### config.mk
export PLATFORM = sky130hd
export DESIGN_NAME = first_fit_range_allocator
export DESIGN_NICKNAME = d
export VERILOG_FILES = /design/src/rtl/ffra_pkg.sv /design/src/rtl/ffra_ram.sv /design/src/rtl/ffra_ctrl.sv /design/src/rtl/ffra_datapath.sv /design/src/rtl/first_fit_range_allocator.sv
export SDC_FILE = /design/constraint.sdc
export NUM_CORES = 2
export LEC_CHECK = 0
export ABC_AREA = 0
export BUFFER_PORTS_ARGS = -buffer_cell sky130_fd_sc_hd__buf_4
export CAP_MARGIN = 40
export CORE_UTILIZATION = 57
export DETAILED_ROUTE_END_ITERATION = 12
export HOLD_SLACK_MARGIN = 0.05
export PLACE_DENSITY = 0.82
export SETUP_SLACK_MARGIN = 0.3
export SLEW_MARGIN = 20
export SYNTH_ARGS = -nofsm -noshare
export SYNTH_HDL_FRONTEND = slang
export SYNTH_SLANG_ARGS = --single-unit
### constraint.sdc
create_clock -name clk -period 6.9 [get_ports clk]
set_input_delay 0.69 -clock clk [delete_from_list [all_inputs] [get_ports clk]]
set_output_delay 0.69 -clock clk [all_outputs]
set_load 0.02 [all_outputs]
### src/rtl/ffra_pkg.sv
// Shared types and constants for the first-fit range allocator.
// Used by the controller, the datapath and the top level; depends on nothing.
package ffra_pkg;

  // Table and address space sizes
  localparam int FREE_SLOTS = 64;
  localparam int SPACE_BITS = 24;
  localparam int LEN_W      = SPACE_BITS + 1;
  localparam int IDX_W      = $clog2(FREE_SLOTS);
  // Counters reach one past the entry count, so they hold FREE_SLOTS + 1
  localparam int CNT_W      = $clog2(FREE_SLOTS + 2);

  localparam logic [LEN_W-1:0] SPACE_SIZE = {1'b1, {SPACE_BITS{1'b0}}};
  localparam logic [CNT_W-1:0] SLOTS_CNT  = CNT_W'(FREE_SLOTS);

  // Request types
  localparam logic REQ_ALLOC   = 1'b0;
  localparam logic REQ_RELEASE = 1'b1;

  // Result status codes
  localparam logic [1:0] STAT_OK         = 2'd0;
  localparam logic [1:0] STAT_NO_SPACE   = 2'd1;
  localparam logic [1:0] STAT_TABLE_FULL = 2'd2;

  // One free-table entry
  typedef struct packed {
    logic [SPACE_BITS-1:0] start;
    logic [LEN_W-1:0]      len;
  } entry_t;

  // Source of a free-table write
  typedef enum logic [2:0] {
    WR_NONE,
    WR_CARVE,
    WR_MERGE_BOTH,
    WR_MERGE_PREV,
    WR_MERGE_NEXT,
    WR_NEW,
    WR_MOVE_DN,
    WR_MOVE_UP
  } wr_sel_t;

  // Controller states
  typedef enum logic [3:0] {
    ST_IDLE,
    ST_SCAN,
    ST_CARVE,
    ST_HWM,
    ST_DECIDE,
    ST_SHIFT_DN,
    ST_SHIFT_UP,
    ST_INSERT,
    ST_FINISH
  } state_t;

  // Controller to datapath
  typedef struct packed {
    logic       req_load;
    logic       rd_en;
    logic       rd_down;
    logic       pos_load;
    logic       prev_load;
    logic       sd_start;
    logic       su_start;
    wr_sel_t    wr_sel;
    logic       used_inc;
    logic       used_dec;
    logic       grant_entry;
    logic       grant_hw;
    logic       hw_advance;
    logic       status_set;
    logic [1:0] status_val;
    logic       out_load;
  } cmd_t;

  // Datapath to controller
  typedef struct packed {
    logic in_rel_zero;
    logic req_is_rel;
    logic cur_valid;
    logic cur_past;
    logic fit;
    logic at_or_after;
    logic carve_empty;
    logic hw_ok;
    logic join_prev;
    logic join_next;
    logic table_full;
    logic pos_at_end;
    logic cur_at_pos;
    logic out_free;
  } flags_t;

endpackage

### src/rtl/ffra_ram.sv
// Generic simple dual-port RAM: one write port, one read port with registered data.
// Standalone; no package dependency.
module ffra_ram #(
  parameter int WIDTH = 8,
  parameter int DEPTH = 16
) (
  input  logic                     clk,
  input  logic                     we,
  input  logic [$clog2(DEPTH)-1:0] waddr,
  input  logic [WIDTH-1:0]         wdata,
  input  logic                     re,
  input  logic [$clog2(DEPTH)-1:0] raddr,
  output logic [WIDTH-1:0]         rdata
);

  logic [WIDTH-1:0] mem [DEPTH];

  // Write port and registered read port; read data holds when re is low
  always_ff @(posedge clk) begin
    if (we) begin
      mem[waddr] <= wdata;
    end
    if (re) begin
      rdata <= mem[raddr];
    end
  end

endmodule

### src/rtl/ffra_ctrl.sv
// Request sequencer: scan, carve, merge and shift steps of the allocator.
// Depends on ffra_pkg; drives the datapath through cmd_t, reads flags_t.
module ffra_ctrl (
  input  logic            clk,
  input  logic            rst,
  input  logic            in_valid,
  output logic            in_ready,
  input  ffra_pkg::flags_t flags,
  output ffra_pkg::cmd_t   cmd
);

  import ffra_pkg::*;

  state_t state, state_next;

  always_ff @(posedge clk) begin
    if (rst) begin
      state <= ST_IDLE;
    end else begin
      state <= state_next;
    end
  end

  // Next state
  always_comb begin
    state_next = state;
    case (state)
      ST_IDLE: begin
        if (in_valid) begin
          state_next = flags.in_rel_zero ? ST_FINISH : ST_SCAN;
        end
      end
      ST_SCAN: begin
        if (flags.cur_valid) begin
          if (!flags.req_is_rel) begin
            if (flags.cur_past) begin
              state_next = ST_HWM;
            end else if (flags.fit) begin
              state_next = ST_CARVE;
            end
          end else if (flags.cur_past || flags.at_or_after) begin
            state_next = ST_DECIDE;
          end
        end
      end
      ST_CARVE:  state_next = flags.carve_empty ? ST_SHIFT_DN : ST_FINISH;
      ST_HWM:    state_next = ST_FINISH;
      ST_DECIDE: begin
        if (flags.join_prev && flags.join_next) begin
          state_next = ST_SHIFT_DN;
        end else if (flags.join_prev || flags.join_next || flags.table_full) begin
          state_next = ST_FINISH;
        end else if (flags.pos_at_end) begin
          state_next = ST_INSERT;
        end else begin
          state_next = ST_SHIFT_UP;
        end
      end
      ST_SHIFT_DN: begin
        if (flags.cur_valid && flags.cur_past) begin
          state_next = ST_FINISH;
        end
      end
      ST_SHIFT_UP: begin
        if (flags.cur_valid && flags.cur_at_pos) begin
          state_next = ST_INSERT;
        end
      end
      ST_INSERT: state_next = ST_FINISH;
      ST_FINISH: begin
        if (flags.out_free) begin
          state_next = ST_IDLE;
        end
      end
      default: state_next = ST_IDLE;
    endcase
  end

  // Commands
  always_comb begin
    cmd        = '0;
    cmd.wr_sel = WR_NONE;
    in_ready   = 1'b0;
    case (state)
      ST_IDLE: begin
        in_ready     = 1'b1;
        cmd.req_load = in_valid;
      end
      ST_SCAN: begin
        if (!flags.cur_valid) begin
          cmd.rd_en = 1'b1;
        end else if (!flags.req_is_rel) begin
          if (!flags.cur_past && flags.fit) begin
            cmd.pos_load = 1'b1;
          end else if (!flags.cur_past) begin
            cmd.rd_en = 1'b1;
          end
        end else if (flags.cur_past || flags.at_or_after) begin
          cmd.pos_load = 1'b1;
        end else begin
          cmd.rd_en     = 1'b1;
          cmd.prev_load = 1'b1;
        end
      end
      ST_CARVE: begin
        cmd.grant_entry = 1'b1;
        if (flags.carve_empty) begin
          cmd.sd_start = 1'b1;
        end else begin
          cmd.wr_sel = WR_CARVE;
        end
      end
      ST_HWM: begin
        if (flags.hw_ok) begin
          cmd.grant_hw   = 1'b1;
          cmd.hw_advance = 1'b1;
        end else begin
          cmd.status_set = 1'b1;
          cmd.status_val = STAT_NO_SPACE;
        end
      end
      ST_DECIDE: begin
        if (flags.join_prev && flags.join_next) begin
          cmd.wr_sel   = WR_MERGE_BOTH;
          cmd.sd_start = 1'b1;
        end else if (flags.join_prev) begin
          cmd.wr_sel = WR_MERGE_PREV;
        end else if (flags.join_next) begin
          cmd.wr_sel = WR_MERGE_NEXT;
        end else if (flags.table_full) begin
          cmd.status_set = 1'b1;
          cmd.status_val = STAT_TABLE_FULL;
        end else if (!flags.pos_at_end) begin
          cmd.su_start = 1'b1;
        end
      end
      ST_SHIFT_DN: begin
        if (flags.cur_valid && flags.cur_past) begin
          cmd.used_dec = 1'b1;
        end else begin
          cmd.rd_en = 1'b1;
          if (flags.cur_valid) begin
            cmd.wr_sel = WR_MOVE_DN;
          end
        end
      end
      ST_SHIFT_UP: begin
        cmd.rd_down = 1'b1;
        if (flags.cur_valid) begin
          cmd.wr_sel = WR_MOVE_UP;
        end
        cmd.rd_en = !(flags.cur_valid && flags.cur_at_pos);
      end
      ST_INSERT: begin
        cmd.wr_sel   = WR_NEW;
        cmd.used_inc = 1'b1;
      end
      ST_FINISH: begin
        cmd.out_load = flags.out_free;
      end
      default: begin
        cmd.wr_sel = WR_NONE;
      end
    endcase
  end

endmodule

### src/rtl/ffra_datapath.sv
// Allocator datapath: free-range RAM, scan pointers, request, mark and result registers.
// Depends on ffra_pkg and ffra_ram; obeys cmd_t from the controller.
module ffra_datapath (
  input  logic                                clk,
  input  logic                                rst,
  input  logic                                cfg_we,
  input  logic [ffra_pkg::LEN_W-1:0]          cfg_wdata,
  input  logic                                req_type,
  input  logic [ffra_pkg::SPACE_BITS-1:0]     range_first,
  input  logic [ffra_pkg::LEN_W-1:0]          range_length,
  input  logic                                out_ready,
  output logic                                out_valid,
  output logic [ffra_pkg::SPACE_BITS-1:0]     granted_first,
  output logic [1:0]                          status,
  input  ffra_pkg::cmd_t                      cmd,
  output ffra_pkg::flags_t                    flags
);

  import ffra_pkg::*;

  logic [LEN_W-1:0]      space_limit;
  logic [CNT_W-1:0]      used;
  logic [LEN_W-1:0]      high_water;
  logic                  req_rel;
  logic [SPACE_BITS-1:0] req_first;
  logic [LEN_W-1:0]      req_len;
  logic [LEN_W-1:0]      req_end;
  logic [CNT_W-1:0]      rd_idx;
  logic [CNT_W-1:0]      cur_idx;
  logic                  cur_valid;
  logic [CNT_W-1:0]      pos;
  logic [SPACE_BITS-1:0] prev_start;
  logic [LEN_W-1:0]      prev_len;
  logic [LEN_W-1:0]      prev_end;
  logic                  prev_valid;
  logic [SPACE_BITS-1:0] grant_w;
  logic [1:0]            status_w;

  entry_t                cur;
  entry_t                wr_data;
  logic [CNT_W-1:0]      wr_addr;
  logic                  wr_en;

  logic [LEN_W:0]        rel_sum;
  logic                  rel_clip;
  logic [LEN_W:0]        hw_sum;
  logic [LEN_W-1:0]      limit_eff;

  // Free-range table
  ffra_ram #(
    .WIDTH ($bits(entry_t)),
    .DEPTH (FREE_SLOTS)
  ) u_free_ram (
    .clk   (clk),
    .we    (wr_en),
    .waddr (wr_addr[IDX_W-1:0]),
    .wdata (wr_data),
    .re    (cmd.rd_en),
    .raddr (rd_idx[IDX_W-1:0]),
    .rdata (cur)
  );

  // Release end, clipped to the top of the space
  assign rel_sum  = {2'b00, range_first} + {1'b0, range_length};
  assign rel_clip = rel_sum > {1'b0, SPACE_SIZE};

  // Configuration register
  always_ff @(posedge clk) begin
    if (rst) begin
      space_limit <= SPACE_SIZE;
    end else if (cfg_we) begin
      space_limit <= cfg_wdata;
    end
  end

  // Request capture
  always_ff @(posedge clk) begin
    if (cmd.req_load) begin
      req_rel   <= req_type;
      req_first <= range_first;
      req_end   <= rel_clip ? SPACE_SIZE : rel_sum[LEN_W-1:0];
      if (req_type == REQ_RELEASE && rel_clip) begin
        req_len <= SPACE_SIZE - {1'b0, range_first};
      end else begin
        req_len <= range_length;
      end
    end
  end

  // Read pointer and the index of the entry in the read register
  always_ff @(posedge clk) begin
    if (rst) begin
      cur_valid <= 1'b0;
    end else begin
      cur_valid <= cmd.rd_en;
    end
    if (cmd.req_load) begin
      rd_idx <= '0;
    end else if (cmd.sd_start) begin
      rd_idx <= pos + 1'b1;
    end else if (cmd.su_start) begin
      rd_idx <= used - 1'b1;
    end else if (cmd.rd_en) begin
      rd_idx <= cmd.rd_down ? rd_idx - 1'b1 : rd_idx + 1'b1;
    end
    if (cmd.rd_en) begin
      cur_idx <= rd_idx;
    end
    if (cmd.pos_load) begin
      pos <= cur_idx;
    end
  end

  // Entry just before the insert point
  always_ff @(posedge clk) begin
    if (rst) begin
      prev_valid <= 1'b0;
    end else if (cmd.req_load) begin
      prev_valid <= 1'b0;
    end else if (cmd.prev_load) begin
      prev_valid <= 1'b1;
    end
    if (cmd.prev_load) begin
      prev_start <= cur.start;
      prev_len   <= cur.len;
      prev_end   <= {1'b0, cur.start} + cur.len;
    end
  end

  // Entry count and high-water mark
  always_ff @(posedge clk) begin
    if (rst) begin
      used       <= '0;
      high_water <= '0;
    end else begin
      if (cmd.used_inc) begin
        used <= used + 1'b1;
      end else if (cmd.used_dec) begin
        used <= used - 1'b1;
      end
      if (cmd.hw_advance) begin
        high_water <= high_water + req_len;
      end
    end
  end

  // Table write source
  always_comb begin
    wr_addr = pos;
    wr_data = cur;
    wr_en   = cmd.wr_sel != WR_NONE;
    case (cmd.wr_sel)
      WR_CARVE: begin
        wr_data.start = cur.start + req_len[SPACE_BITS-1:0];
        wr_data.len   = cur.len - req_len;
      end
      WR_MERGE_BOTH: begin
        wr_addr       = pos - 1'b1;
        wr_data.start = prev_start;
        wr_data.len   = prev_len + req_len + cur.len;
      end
      WR_MERGE_PREV: begin
        wr_addr       = pos - 1'b1;
        wr_data.start = prev_start;
        wr_data.len   = prev_len + req_len;
      end
      WR_MERGE_NEXT: begin
        wr_data.start = req_first;
        wr_data.len   = cur.len + req_len;
      end
      WR_NEW: begin
        wr_data.start = req_first;
        wr_data.len   = req_len;
      end
      WR_MOVE_DN: wr_addr = cur_idx - 1'b1;
      WR_MOVE_UP: wr_addr = cur_idx + 1'b1;
      default:    wr_addr = pos;
    endcase
  end

  // Working result
  always_ff @(posedge clk) begin
    if (cmd.req_load) begin
      grant_w  <= '0;
      status_w <= STAT_OK;
    end else begin
      if (cmd.grant_entry) begin
        grant_w <= cur.start;
      end else if (cmd.grant_hw) begin
        grant_w <= high_water[SPACE_BITS-1:0];
      end
      if (cmd.status_set) begin
        status_w <= cmd.status_val;
      end
    end
  end

  // Output register
  always_ff @(posedge clk) begin
    if (rst) begin
      out_valid <= 1'b0;
    end else if (cmd.out_load) begin
      out_valid <= 1'b1;
    end else if (out_ready) begin
      out_valid <= 1'b0;
    end
    if (cmd.out_load) begin
      granted_first <= grant_w;
      status        <= status_w;
    end
  end

  // High-water check against the limit in force
  assign limit_eff = (space_limit > SPACE_SIZE) ? SPACE_SIZE : space_limit;
  assign hw_sum    = {1'b0, high_water} + {1'b0, req_len};

  // Status to the controller
  always_comb begin
    flags.in_rel_zero = (req_type == REQ_RELEASE) && (range_length == '0);
    flags.req_is_rel  = req_rel == REQ_RELEASE;
    flags.cur_valid   = cur_valid;
    flags.cur_past    = cur_idx >= used;
    flags.fit         = cur.len >= req_len;
    flags.at_or_after = cur.start >= req_first;
    flags.carve_empty = cur.len == req_len;
    flags.hw_ok       = !high_water[SPACE_BITS] && (hw_sum <= {1'b0, limit_eff});
    flags.join_prev   = prev_valid && (prev_end == {1'b0, req_first});
    flags.join_next   = (pos < used) && (req_end == {1'b0, cur.start});
    flags.table_full  = used == SLOTS_CNT;
    flags.pos_at_end  = pos == used;
    flags.cur_at_pos  = cur_idx == pos;
    flags.out_free    = !out_valid || out_ready;
  end

endmodule

### src/rtl/first_fit_range_allocator.sv
// A zero-length release goes straight to the result. Any other request takes one free-table
// read per entry scanned or moved through the single RAM read port, plus control steps.
// Throughput: one request in flight; the next is taken the cycle after the result is
// registered, and a previous result still waiting on out_ready holds the finish state.
// Reset (sync, rst high): empty free table, high-water zero, space limit 2^SPACE_BITS.
module first_fit_range_allocator (
  input  logic                            clk,
  input  logic                            rst,
  input  logic                            cfg_we,
  input  logic [ffra_pkg::LEN_W-1:0]      cfg_wdata,
  input  logic                            in_valid,
  output logic                            in_ready,
  input  logic                            req_type,
  input  logic [ffra_pkg::SPACE_BITS-1:0] range_first,
  input  logic [ffra_pkg::LEN_W-1:0]      range_length,
  output logic                            out_valid,
  input  logic                            out_ready,
  output logic [ffra_pkg::SPACE_BITS-1:0] granted_first,
  output logic [1:0]                      status
);

  import ffra_pkg::*;

  cmd_t   cmd;
  flags_t flags;

  // Sequencer
  ffra_ctrl u_ctrl (
    .clk      (clk),
    .rst      (rst),
    .in_valid (in_valid),
    .in_ready (in_ready),
    .flags    (flags),
    .cmd      (cmd)
  );

  // Table, pointers and result registers
  ffra_datapath u_datapath (
    .clk           (clk),
    .rst           (rst),
    .cfg_we        (cfg_we),
    .cfg_wdata     (cfg_wdata),
    .req_type      (req_type),
    .range_first   (range_first),
    .range_length  (range_length),
    .out_ready     (out_ready),
    .out_valid     (out_valid),
    .granted_first (granted_first),
    .status        (status),
    .cmd           (cmd),
    .flags         (flags)
  );

endmodule
==> impl_metrics.toml <==
[outcome]
violations = "capacitance limit, slew limit"
status = "finished, violations left"

[place]
post_dp_cell_area_um2 = 153000
io_buffers = 107
dp_hpwl_mm = 240
place_congestion = 0.964

[routing]
via_per_inst = 7.47
wire_per_inst_um = 41.4
ant_nets = 0
wirelength_mm = 467
drtIter0Drc = 15000
first_pass_iters = 9
drc_errors = 0
vias = 84300

[worst_setup_path]
max_stage_delay_ns = 0.50
path_cells = "ha_1, a2111oi_1, o21ai_0, a41oi_2, o21ai_1, a221o_1, a2111oi_0, nor3_1, xor2_1, mux2_2, ha_1, a21o_1, a21oi_1, o21ai_0, a21o_1, a41o_1, o41ai_2, xnor2_1, xnor2_2, o21a_2, o22a_4"
cp-end-kind = "flop"
critical_path.top_delay_family = "compound AO/OA/AOI/OAI gates"
timing.rr.start = "u_datapath.req_len[4]"
cp.required_ns = 7.65
crit_arrival_ns = 7.19
cp-start-kind = "flop"
cp_slowest_cell = "a2111oi_1"
ff2ff_path_depth = 21
timing.rr.end = "u_datapath.u_free_ram.mem[28][24]"
critical_path.max_fanout = 16
criticalPathCategory = "reg -> reg"
crit_buf_inv = 0
r2r_slack_ns = 0.46

[floorplan]
dieHeight_um = 504
core_area_um2 = 250000
row_count = 183
initial_core_util = 0.575
die_x_um = 504
die_area_um2 = 254000
io-pin-count = 108

[cts]
htree_levels = 5
root_buffer = "clkbuf_16"
clock_path_buffers = 4
cts_tree = "built"
clkTransAtPathRegs_ns = 0.07
cts_buffers = 342
clk_latency_ns = 1.03
clock-sinks = 3471

[logic_synthesis]
ys_warn_count = 0
yosysSeqAreaShare = 0.719
synthFlopType = "edfxtp_1"
ys_ff_latch = 3471
avgSynthCellArea_um2 = 20.2
synth_cell_types = 96
syn_nets = 7463
syn_area_um2 = 144000
synth_edf_count = 3374
async_flop_share = 0
netlist_instances = 7123

[sta]
layout_min_cycle_time_ns = 6.44
hold_viol_final = 0
finalSetupTns_ns = 0
finalCritPeriodShare = 0.934
setup_viol = 0
worstMarginPinSlew_ns = 1.96
rsz0062_at_grt = "false"
max_slew_margin = -0.318
skew_ns = 0.0907
slew_viol_final = 5
fmax_mhz = 155

[global_routing]
grt-ovfl-total = 0
grt_pass1_vias = 83400
grt.busiest_layer = "met2"
grt_pass1_wl_mm = 645
grt_antenna_before_repair = 43
grt_util_met3 = 0.111
grtUsageMet2 = 0.564
grt_max_degree = 115
track_usage = 0.365
grtUsageMet1 = 0.454

[worst_hold_path]
worstHoldStart = "range_length[22]"
whs_endpoint = "u_datapath.req_len[22]"
whs_path_depth = 2
hold_class = "in -> reg"

[flow_run]
cap_viol_max_count = 1

[final_layout]
seq_area_um2 = 103000
fill_cells = 14800
nets = 8036
syn_to_final_growth_pct = 14.3
final_layout_size_suffix_gt1_frac = 0.273
final_area_um2 = 164000
multi_input_area_um2 = 39600

[power]
power.leakage_nw = 52.8
power_density_nw_per_um2 = 425
vdd_drop_max_v = 0.000428
-- how the worst max path moves through the flow --
| stage | start | end | slack, ns | cells after the start |
|---|---|---|---|---|
| after floorplan | u_datapath.used[1] | u_datapath.u_free_ram.mem[0][19] | 0.46 | 23 |
| after global placement | u_datapath.req_len[4] | u_datapath.u_free_ram.mem[33][24] | 0.33 | 21 |
| after detailed placement | u_datapath.req_len[4] | u_datapath.u_free_ram.mem[55][24] | 0.21 | 21 |
| after CTS | u_datapath.used[1] | u_datapath.u_free_ram.mem[15][24] | 0.23 | 24 |
| after global routing | u_datapath.req_len[4] | u_datapath.u_free_ram.mem[37][23] | 0.21 | 23 |
| final | u_datapath.req_len[4] | u_datapath.u_free_ram.mem[28][24] | 0.46 | 21 |
-- worst reg2reg max path: stages (launching register included) --
cell and delay, ns:
edfxtp_1 0.41, ha_1 0.35, a2111oi_1 0.50, o21ai_0 0.28
a41oi_2 0.28, o21ai_1 0.15, a221o_1 0.39, a2111oi_0 0.43
nor3_1 0.13, xor2_1 0.17, mux2_2 0.28, ha_1 0.34
a21o_1 0.20, a21oi_1 0.12, o21ai_0 0.10, a21o_1 0.21
a41o_1 0.29, o41ai_2 0.32, xnor2_1 0.21, xnor2_2 0.30
o21a_2 0.33, o22a_4 0.37
-- metrics by stage --
| stage | power (W) | worst slack, ns | hold WS [ns] | std cells | utilization |
|---|---|---|---|---|---|
| 5_1_grt | 0.0710 | 0.214 | 0.0665 | 11300 | 0.657 |
| 6_report | 0.0697 | 0.456 | 0.0750 | 11300 | 0.658 |
| 4_1_cts | 0.0684 | 0.232 | 0.0504 | 11200 | 0.656 |
| 3_3_place_gp | 0.0485 | 0.331 | 0.416 | 10600 | 0.610 |
| 3_5_place_dp | 0.0496 | 0.214 | 0.425 | 10600 | 0.611 |
| 2_1_floorplan | 0.0419 | 0.462 | 0.402 | 7123 | - |
-- cell usage in the layout (no fill, tap or decap), drive strengths merged, types with 56 or more instances in the layout --
cell type and count:
nand3 62, inv 130, xnor2 171, a21o 104, ha 251, mux2i 108
dfxtp 97, buf 479, o21ai 169, a21oi 215, edfxtp 3374, mux4 1008
nor2 240, clkbuf 414, nand2 211, nor3 56, dlygate4sd3 57, clkinv 139
xor2 69
-- report_power, final --
group / switching (W) / internal [W] / total [W]
logic: 0.0144 / 0.00882 / 0.0232
registers: 0.000879 / 0.0272 / 0.0280
clock network: 0.00828 / 0.0102 / 0.0185
total: 0.0236 / 0.0462 / 0.0697
-- kinds of logic after synthesis --
family                   share of synthesized area
XOR/XNOR                                    0.0146
adder cells (fa/ha/maj)                     0.0231
flip-flops                                   0.719
buffers and inverters                       0.0118
multiplexers                                 0.170
AO/OA/AOI/OAI                               0.0348
AND/OR/NAND/NOR                             0.0263
-- sequential cells by signal, indices dropped and copies added, names as in the netlist, 2 cells and up --
register and flops:
u_datapath.u_free_ram.mem 3136, u_datapath.u_free_ram.rdata 49, u_datapath.high_water 25, u_datapath.prev_end 25, u_datapath.prev_len 25, u_datapath.req_end 25, u_datapath.req_len 25, u_datapath.space_limit 25
u_datapath.grant_w 24, u_datapath.granted_first 24, u_datapath.prev_start 24, u_datapath.req_first 24, u_datapath.cur_idx 7, u_datapath.pos 7, u_datapath.rd_idx 7, u_datapath.used 7
u_ctrl.state 4, u_datapath.status 2, u_datapath.status_w 2
-- area by class of cell --
cell class,count,share of cell area
Sequential cell,3471,0.629
Antenna cell,12,0.000183
Multi-Input combinational cell,3220,0.242
Clock inverter,174,0.00929
Tap cell,3330,0.0254
Clock buffer,413,0.0545
Inverter,124,0.00284
Timing Repair Buffer,537,0.0369
-- cells in the mapped netlist (all sizes together) (7+ instances only) --
master      n  share of area
a221o      17         0.0012
nand2b     22        0.00096
or2         9        0.00039
or4        10        0.00055
a2111oi     7        0.00044
a222oi      7        0.00049
o22ai       8        0.00035
and2       16        0.00070
o21bai     28         0.0015
o31ai      11        0.00071
xnor2     171          0.010
ha        251          0.022
o21a       30         0.0016
clkbuf    213         0.0056
xor2       69         0.0042
mux2       52         0.0046
nor2      240         0.0063
a221oi     12        0.00078
and3       17        0.00074
nor4       34         0.0016
or3        18        0.00078
a21o      104         0.0054
nor2b      33         0.0014
nor3       56         0.0020
nand3      62         0.0022
a21boi      7        0.00037
edfxtp   3374           0.71
a22oi       8        0.00042
and4        8        0.00049
nand4      34         0.0015
o211ai     11        0.00058
nand3b      7        0.00037
o21ai     169         0.0059
fa          9         0.0013
a22o       16        0.00098
buf       101         0.0030
mux4     1008           0.16
a31oi      23         0.0011
mux2i     108         0.0075
inv       123         0.0032
nand2     211         0.0055
dfxtp      97          0.014
a211oi     20         0.0012
a21oi     215         0.0077
-- what timing repair did --
| item | in CTS | in global routing |
|---|---|---|
| gates resized for setup | 5 | 16 |
| pin swaps | 0 | 4 |
| endpoints found under the hold margin | 57 | 0 |
| setup buffers | 0 | 9 |
| hold buffers | 57 | 0 |
| endpoints found under the setup margin | 128 | 362 |
| gates cloned | 1 | 5 |
-- metal layers --
layer,wire length [um],share of wire,vias up
met4,37000,0.079,26
met3,68400,0.15,2250
met1,147000,0.31,42200
met5,175,0.00037,-
li1,-,-,30800
met2,215000,0.46,8992
No activity file was read; power rests on OpenSTA's default activity.
